[config.mk]
export PLATFORM = sky130hd
export DESIGN_NAME = u8d_decode
export DESIGN_NICKNAME = d
export VERILOG_FILES = /design/src/rtl/u8d_pkg.sv /design/src/rtl/u8d_decode.sv
export SDC_FILE = /design/constraint.sdc
export NUM_CORES = 1
export LEC_CHECK = 0
export BUFFER_PORTS_ARGS = -buffer_cell sky130_fd_sc_hd__buf_2
export CAP_MARGIN = 20
export CORE_MARGIN = 8
export CORE_UTILIZATION = 35
export DETAILED_ROUTE_END_ITERATION = 10
export GPL_TIMING_DRIVEN = 0
export PLACE_DENSITY = 0.68
export SLEW_MARGIN = 5
export SYNTH_ARGS = -nofsm -noshare
export SYNTH_HDL_FRONTEND = slang
export SYNTH_SLANG_ARGS = --single-unit
[constraint.sdc]
create_clock -name vclk -period 4.4
set_input_delay 1.1 -clock vclk [all_inputs]
set_output_delay 1.1 -clock vclk [all_outputs]
set_load 0.02 [all_outputs]
[src/rtl/u8d_pkg.sv]
// Shared types and constants for the UTF-8 to UTF-32 stream decoder.
`default_nettype none

package u8d_pkg;

    localparam int BYTE_WIDTH   = 8;
    localparam int CP_WIDTH     = 21;
    localparam int REASON_WIDTH = 2;
    localparam int REG_WIDTH    = 16;

    // Why a string ended.
    localparam logic [REASON_WIDTH-1:0] REASON_END     = 2'd0;
    localparam logic [REASON_WIDTH-1:0] REASON_LIMIT   = 2'd1;
    localparam logic [REASON_WIDTH-1:0] REASON_INVALID = 2'd2;

    // Configuration register indexes.
    localparam logic REG_MAX_CHARS    = 1'b0;
    localparam logic REG_OUT_CAPACITY = 1'b1;

    // Lead byte class boundaries and payload masks.
    localparam logic [BYTE_WIDTH-1:0] LEAD_CONT_END = 8'hC0;
    localparam logic [BYTE_WIDTH-1:0] LEAD_TWO      = 8'hC2;
    localparam logic [BYTE_WIDTH-1:0] LEAD_THREE    = 8'hE0;
    localparam logic [BYTE_WIDTH-1:0] LEAD_FOUR     = 8'hF0;
    localparam logic [BYTE_WIDTH-1:0] LEAD_BAD      = 8'hF5;
    localparam logic [BYTE_WIDTH-1:0] MASK_ONE      = 8'h7F;
    localparam logic [BYTE_WIDTH-1:0] MASK_TWO      = 8'h1F;
    localparam logic [BYTE_WIDTH-1:0] MASK_THREE    = 8'h0F;
    localparam logic [BYTE_WIDTH-1:0] MASK_FOUR     = 8'h07;
    localparam logic [BYTE_WIDTH-1:0] MASK_CONT     = 8'h3F;

    // Decoder state carried from byte to byte, apart from the character count.
    typedef struct packed {
        logic [1:0]          bytes_pending;
        logic [CP_WIDTH-1:0] accumulator;
        logic                discarding;
    } dec_state_t;

    // One result item.
    typedef struct packed {
        logic [CP_WIDTH-1:0]     code_point;
        logic                    is_terminator;
        logic [REASON_WIDTH-1:0] stop_reason;
    } dec_result_t;

endpackage

`default_nettype wire

[src/rtl/u8d_decode.sv]
// Combinational next-state and result logic for one input byte.
`default_nettype none

module u8d_decode
    import u8d_pkg::*;
#(
    parameter int COUNT_WIDTH = 16
)(
    input  wire logic [BYTE_WIDTH-1:0]  data_byte,
    input  wire dec_state_t             state,
    input  wire logic [COUNT_WIDTH-1:0] count,
    input  wire logic [REG_WIDTH-1:0]   max_chars,
    input  wire logic [REG_WIDTH-1:0]   out_capacity,
    output dec_state_t                  state_next,
    output logic [COUNT_WIDTH-1:0]      count_next,
    output logic                        result_valid,
    output dec_result_t                 result
);

    localparam int CMP_WIDTH = (COUNT_WIDTH > REG_WIDTH) ? COUNT_WIDTH : REG_WIDTH;

    logic [CMP_WIDTH-1:0]    count_ext;
    logic [CMP_WIDTH-1:0]    max_ext;
    logic [CMP_WIDTH-1:0]    cap_ext;
    logic                    count_full;
    logic                    limit_hit;
    logic [CP_WIDTH-1:0]     acc_shift;
    logic                    term;
    logic                    term_drop;
    logic [REASON_WIDTH-1:0] term_reason;
    logic                    emit;
    logic [CP_WIDTH-1:0]     emit_value;

    assign count_ext  = CMP_WIDTH'(count);
    assign max_ext    = CMP_WIDTH'(max_chars);
    assign cap_ext    = CMP_WIDTH'(out_capacity);
    assign count_full = &count;
    assign limit_hit  = (count_ext >= max_ext) || (count_ext >= cap_ext) || count_full;
    assign acc_shift  = {state.accumulator[CP_WIDTH-7:0], data_byte[5:0]};

    always_comb
    begin
        state_next   = state;
        count_next   = count;
        result_valid = 1'b0;
        result       = '0;
        term         = 1'b0;
        term_drop    = 1'b0;
        term_reason  = REASON_END;
        emit         = 1'b0;
        emit_value   = '0;

        priority if (state.discarding)
        begin
            if (data_byte == '0)
            begin
                state_next = '0;
                count_next = '0;
            end
        end
        else if (state.bytes_pending != 2'd0)
        begin
            if (data_byte == '0)
            begin
                term        = 1'b1;
                term_reason = REASON_INVALID;
            end
            else
            begin
                state_next.accumulator   = acc_shift;
                state_next.bytes_pending = state.bytes_pending - 2'd1;
                if (state.bytes_pending == 2'd1)
                begin
                    emit       = 1'b1;
                    emit_value = acc_shift;
                end
            end
        end
        else if (data_byte == '0)
        begin
            term        = 1'b1;
            term_reason = REASON_END;
        end
        else if (limit_hit)
        begin
            term        = 1'b1;
            term_reason = REASON_LIMIT;
            term_drop   = 1'b1;
        end
        else if (data_byte < LEAD_CONT_END)
        begin
            emit       = 1'b1;
            emit_value = CP_WIDTH'(data_byte & MASK_ONE);
        end
        else if (data_byte >= LEAD_TWO && data_byte < LEAD_THREE)
        begin
            state_next.accumulator   = CP_WIDTH'(data_byte & MASK_TWO);
            state_next.bytes_pending = 2'd1;
        end
        else if (data_byte >= LEAD_THREE && data_byte < LEAD_FOUR)
        begin
            state_next.accumulator   = CP_WIDTH'(data_byte & MASK_THREE);
            state_next.bytes_pending = 2'd2;
        end
        else if (data_byte >= LEAD_FOUR && data_byte < LEAD_BAD)
        begin
            state_next.accumulator   = CP_WIDTH'(data_byte & MASK_FOUR);
            state_next.bytes_pending = 2'd3;
        end
        else
        begin
            term        = 1'b1;
            term_reason = REASON_INVALID;
            term_drop   = 1'b1;
        end

        // A character that decodes to zero is treated as an invalid sequence.
        if (emit && emit_value == '0)
        begin
            emit        = 1'b0;
            term        = 1'b1;
            term_reason = REASON_INVALID;
            term_drop   = 1'b1;
        end

        if (emit)
        begin
            result_valid      = 1'b1;
            result.code_point = emit_value;
            if (!count_full)
            begin
                count_next = count + COUNT_WIDTH'(1);
            end
        end

        if (term)
        begin
            result_valid             = 1'b1;
            result.is_terminator     = 1'b1;
            result.stop_reason       = term_reason;
            state_next.bytes_pending = 2'd0;
            state_next.accumulator   = '0;
            state_next.discarding    = term_drop;
            count_next               = '0;
        end
    end

endmodule

`default_nettype wire

; Word level (Yosys, flattened, before mapping)
; Index checks and enable logic that the tools add are counted.
[classes]
add_sub_neg = 2
n_lt_le_gt_ge = 9
eq_ne = 1
mux = 60
n_reduce_logical = 10
[op_table]
columns = cell, n
row1 = two-way mux 23 bit, 9
row2 = two-way mux 21 bit, 5
row3 = two-way mux 16 bit, 5
row4 = two-way mux 24 bit, 2
row5 = greater-or-equal comparator 16 bit, 2
row6 = < comparator 8 bit (second input constant), 4
row7 = two-way mux 1 bit, 25
row8 = greater-or-equal comparator 8 bit (second input constant), 3
row9 = logical NOT 21 bit, 1
row10 = two-way mux 7 bit, 3
row11 = two-way mux 2 bit, 10
row12 = adder 16 x 1 -> 16 bit (second input constant), 1
row13 = AND reduction 16 bit, 1
row14 = logical NOT 8 bit, 1
row15 = logical AND 1 bit, 4
row16 = two-way mux 3 bit, 1
row17 = equality test 2 x 1 -> 1 bit (second input constant), 1
row18 = logical OR 1 bit, 2
row19 = nonzero test 2 bit, 1
row20 = subtractor 2 x 1 -> 2 bit (second input constant), 1
[totals]
regBits = 0
inputBits = 80
out_inout_bits = 65
word_cells = 82

; Logic depth before layout (Yosys ltp)
[logic_depth]
word_depth = 12
depth_mapped = 11
ltp_nobuf = 9

; Worst setup path after synthesis
; OpenSTA, ideal clock, no wires.
[synth_timing]
path_kind = in2out
start = in out_capacity[13]
end = out count_next[9]
arrival_ps = 3420
t_required_ps = 3300
path_slack_ps = -120
cell_stages = 10
path_cell_list = inv_1 > ha_1 > a21o_1 > a21o_1 > a221oi_1 > o2111a_1 > a31oi_2 > buf_4 > or3_1 > a31oi_1
[synth_via]
elab_chain_cells = 12
elab_cells_between_ends = 21
cone_classes = 1 x order compare / 16 x mux / 4 x reduce/logical
[synth_lines]
columns = element, line
row1 = from (decl), u8d_decode.sv:13  ; input wire logic [REG_WIDTH-1:0] out_capacity,
row2 = greater-or-equal comparator 16 bit (*), u8d_decode.sv:38  ; assign limit_hit = (count_ext >= max_ext) || (count_ext >= cap_ext) || count_full;
row3 = logical OR 1 bit (*) (2 in a row), u8d_decode.sv:38
row4 = two-way mux 7 bit, u8d_decode.sv:84  ; else if (limit_hit)
row5 = two-way mux 7 bit, u8d_decode.sv:79  ; else if (data_byte == '0)
row6 = two-way mux 21 bit, u8d_decode.sv:61  ; else if (state.bytes_pending != 2'd0)
row7 = two-way mux 21 bit, u8d_decode.sv:53  ; priority if (state.discarding)
row8 = logical NOT 21 bit, u8d_decode.sv:118  ; if (emit && emit_value == '0)
row9 = logical AND 1 bit, u8d_decode.sv:118
row10 = two-way mux 1 bit, u8d_decode.sv:118
row11 = two-way mux 16 bit, u8d_decode.sv:126  ; if (emit)
row12 = two-way mux 16 bit (*), u8d_decode.sv:136  ; if (term)
row13 = to (decl), u8d_decode.sv:15  ; output logic [COUNT_WIDTH-1:0] count_next,
; Mark *: on every way between the ends. The rest lies on a longest branch, timed or not.

; Worst setup path in the final report
[layout_timing]
start = in count[1]
end = out count_next[15]
[layout_via]
elab_chain_cells = 12
elab_cells_between_ends = 25
cone_classes = 1 x add/sub / 2 x order compare / 17 x mux / 5 x reduce/logical
[layout_lines]
columns = element, line
row1 = from (decl), u8d_decode.sv:11  ; input wire logic [COUNT_WIDTH-1:0] count,
row2 = greater-or-equal comparator 16 bit, u8d_decode.sv:38
row3 = logical OR 1 bit (2 in a row), u8d_decode.sv:38
row4 = two-way mux 7 bit, u8d_decode.sv:84
row5 = two-way mux 7 bit, u8d_decode.sv:79
row6 = two-way mux 21 bit, u8d_decode.sv:61
row7 = two-way mux 21 bit, u8d_decode.sv:53
row8 = logical NOT 21 bit, u8d_decode.sv:118
row9 = logical AND 1 bit, u8d_decode.sv:118
row10 = two-way mux 1 bit, u8d_decode.sv:118
row11 = two-way mux 16 bit, u8d_decode.sv:126
row12 = two-way mux 16 bit (*), u8d_decode.sv:136
; Marked as above.

==> results by group <==
Synthesis
  • Syn. warnings: 0
  • Synth Instances: 453
  • Synth Area per Inst: 6.02 sq um
  • Yosys cell types: 55
  • Post-Syn Area: 0.00273 sq mm
  • Syn Nets: 569
  • Register area share after synthesis: 0%

Route
  • Total Wirelength: 15500 um
  • Drt first pass iters: 6
  • Via count: 4588
  • Avg WL per Cell: ~21 um
  • Antenna Nets Post-Route: 0
  • DRC: 0
  • First DRT Iteration DRCs: between 400 and 500
  • Vias per cell: about 6.3

Global routing
  • Vias in the first global route: 4144
  • Initial antenna violation count: 0
  • GRT Residual Overflow: 0
  • Largest net degree at the start of global routing: 11
  • First-pass GRT wire length: 20800 um
  • Tot GR Track Use: a little over a fifth

Cells and area
  • Nets: 747
  • Post-layout instance area: 0.00546 sq mm
  • Final antenna diode count: 0
  • Area growth from synthesis to layout: 100%
  • Final core occ: 71.4%
  • Most frequent cells in the layout: 84 x buf_2, 59 x nand2_1, 47 x buf_6, 39 x buf_4, 36 x inv_1
  • # fillers: ~540
  • Share of layout cells above drive strength 1: 52.8%
  • CLK BUF: 0
  • Register area: 0 sq um
  • Commonest non-fill, non-tap cell in the layout: buf_2
  • FF+latch count: 0

Timing
  • Least-Margin Pin Slew: around 0.76 ns
  • Max Freq: 215 MHz
  • Final worst setup slack: -0.250 ns
  • Fin Hold WS: 2.57 ns
  • Fin crit share: 106%
  • Final Max Tran Viols: 0
  • RSZ-0062 raised after global routing: true
  • Post-layout minimum cycle time: roughly 4.6 ns
  • Count of final hold-check violations: 0
  • Slew margin rel.: 49.3%
  • Setup-failing EPs final: 48

Run status
  • Status: finished with violations
  • Failing checks: setup timing

Die
  • Die X: ~100 um
  • # rows: 32
  • Initial Util: between 30% and 40%
  • Die Y-Extent: around 100 um
  • Die ar.: around 0.011 sq mm
  • Core area: 0.00765 sq mm
  • # IOs: roughly 150

Power and ir drop
  • Lkg Pwr: 2.36 nW
  • Cell Pwr Density: 119 mW/mm^2
  • VDD IR-drop max: 0.0000605 V
  • Power, Total: 0.652 mW

Worst hold path
  • Worst hold path type: input pin to output pin

Worst setup path
  • Critical Path RT: 3.30 ns
  • Worst Path Arrival: 3.55 ns
  • Crit start category: input pin
  • WS Path Type: input pin to output pin
  • Critical path peak fanout: 8
  • Critical path capture point type: output pin

Placement
  • Setup WS pre-CTS: -0.817 ns
  • Placed Area: ~0.0036 sq mm
  • Port Buffers: 143
  • Final HPWL DP: around 9600 um
  • Gp weighted congestion: 0.907

CTS
  • CTS Hold Bufs: 0

Flow run
  • Max-cap violations: 0
-- cells by family after synthesis --
family	synth area share, %
multiplexers	3.35
AO/OA/AOI/OAI	33.5
buffers and inverters	10.3
adder cells (fa/ha/maj)	16.5
AND/OR/NAND/NOR	36.0
XOR/XNOR	0.321
-- synth_stat cells, types with 2 or more instances --
| cell | n | area share, % |
|---|---|---|
| a211oi_1 | 3 | 0.83 |
| a211oi_2 | 2 | 0.92 |
| a21o_1 | 8 | 2.2 |
| a21oi_1 | 44 | 8.1 |
| a221oi_1 | 4 | 1.3 |
| a31o_2 | 3 | 0.96 |
| a31oi_1 | 12 | 2.8 |
| a41o_1 | 3 | 1.1 |
| a41oi_1 | 3 | 0.96 |
| and2_1 | 22 | 5.1 |
| and3_1 | 4 | 0.92 |
| and4_1 | 2 | 0.64 |
| buf_2 | 8 | 1.5 |
| buf_4 | 3 | 0.83 |
| clkbuf_1 | 14 | 1.9 |
| ha_1 | 36 | 17 |
| inv_1 | 40 | 5.5 |
| mux2i_1 | 8 | 2.9 |
| nand2_1 | 63 | 8.7 |
| nand3_1 | 37 | 6.8 |
| nand4_1 | 10 | 2.3 |
| nor2_1 | 18 | 2.5 |
| nor2b_1 | 5 | 1.1 |
| nor3_1 | 19 | 3.5 |
| nor4_1 | 4 | 0.92 |
| o2111ai_1 | 2 | 0.64 |
| o211a_1 | 2 | 0.73 |
| o21ai_0 | 36 | 6.6 |
| o21ai_1 | 3 | 0.55 |
| o22ai_1 | 3 | 0.69 |
| or3_1 | 8 | 1.8 |
-- worst paths after layout --
| kind | slack [ns] | from | depth (start not counted) | endpoint |
|---|---|---|---|---|
| setup / recovery | -0.25 | count[1] | 13 | count_next[15] |
| hold / removal | 2.57 | data_byte[3] | 3 | result[6] |
-- timing repair --
item | CTS | global route
buffers inserted | 13 | 14
gates cloned | 3 | 4
resized for setup | 150 | 179
setup endpoints to repair | 51 | 49
pin swaps | 42 | 44
-- power breakdown --
| group | total [mW] | switching [mW] | internal, mW | leakage, nW |
|---|---|---|---|---|
| Clock | 0 | 0 | 0 | 0 |
| Sequential | 0 | 0 | 0 | 0 |
| Combinational | 0.652 | 0.356 | 0.295 | 2.36 |
| Total | 0.652 | 0.356 | 0.295 | 2.36 |
-- worst max-delay path, stage by stage --
cell and delay, ns:
buf_4 0.14, ha_1 0.23, a211oi_2 0.23, o21ai_2 0.13, a221oi_4 0.35, o2111a_2 0.26, buf_12 0.13, a41o_1 0.20
o21ai_4 0.07, buf_12 0.16, buf_12 0.15, a211oi_4 0.23, buf_6 0.15
-- through the flow --
step | std cells | setup TNS [ns]
after floorplan | 453 | -0.218
after global placement | 698 | -33.58
after detailed placement | 698 | -34.48
after CTS | 713 | -1.52
after global routing | 731 | -11.50
final | 731 | -7.00
-- cell type report --
cell class | instances | area [sq um] | share of cell area [%]
timing repair buffer | 177 | 1400 | 25.7
multi-input combinational | 386 | 3560 | 65.2
tap | 102 | 128 | 2.34
inverter | 41 | 159 | 2.91
buffer | 25 | 213 | 3.90
-- metal layers --
layer | GRT usage [%] | wire length (um) | vias up | share of wire [%]
met1 | 27.8 | 5740 | 2108 | 37
li1 | - | - | 2035 | -
met3 | 2.85 | 1510 | 95 | 9.8
met4 | 2.69 | 761 | 0 | 4.9
met2 | 39.2 | 7490 | 350 | 48
met5 | 0 | 0 | - | 0
Note: power is estimated with default switching activity, not from simulation.
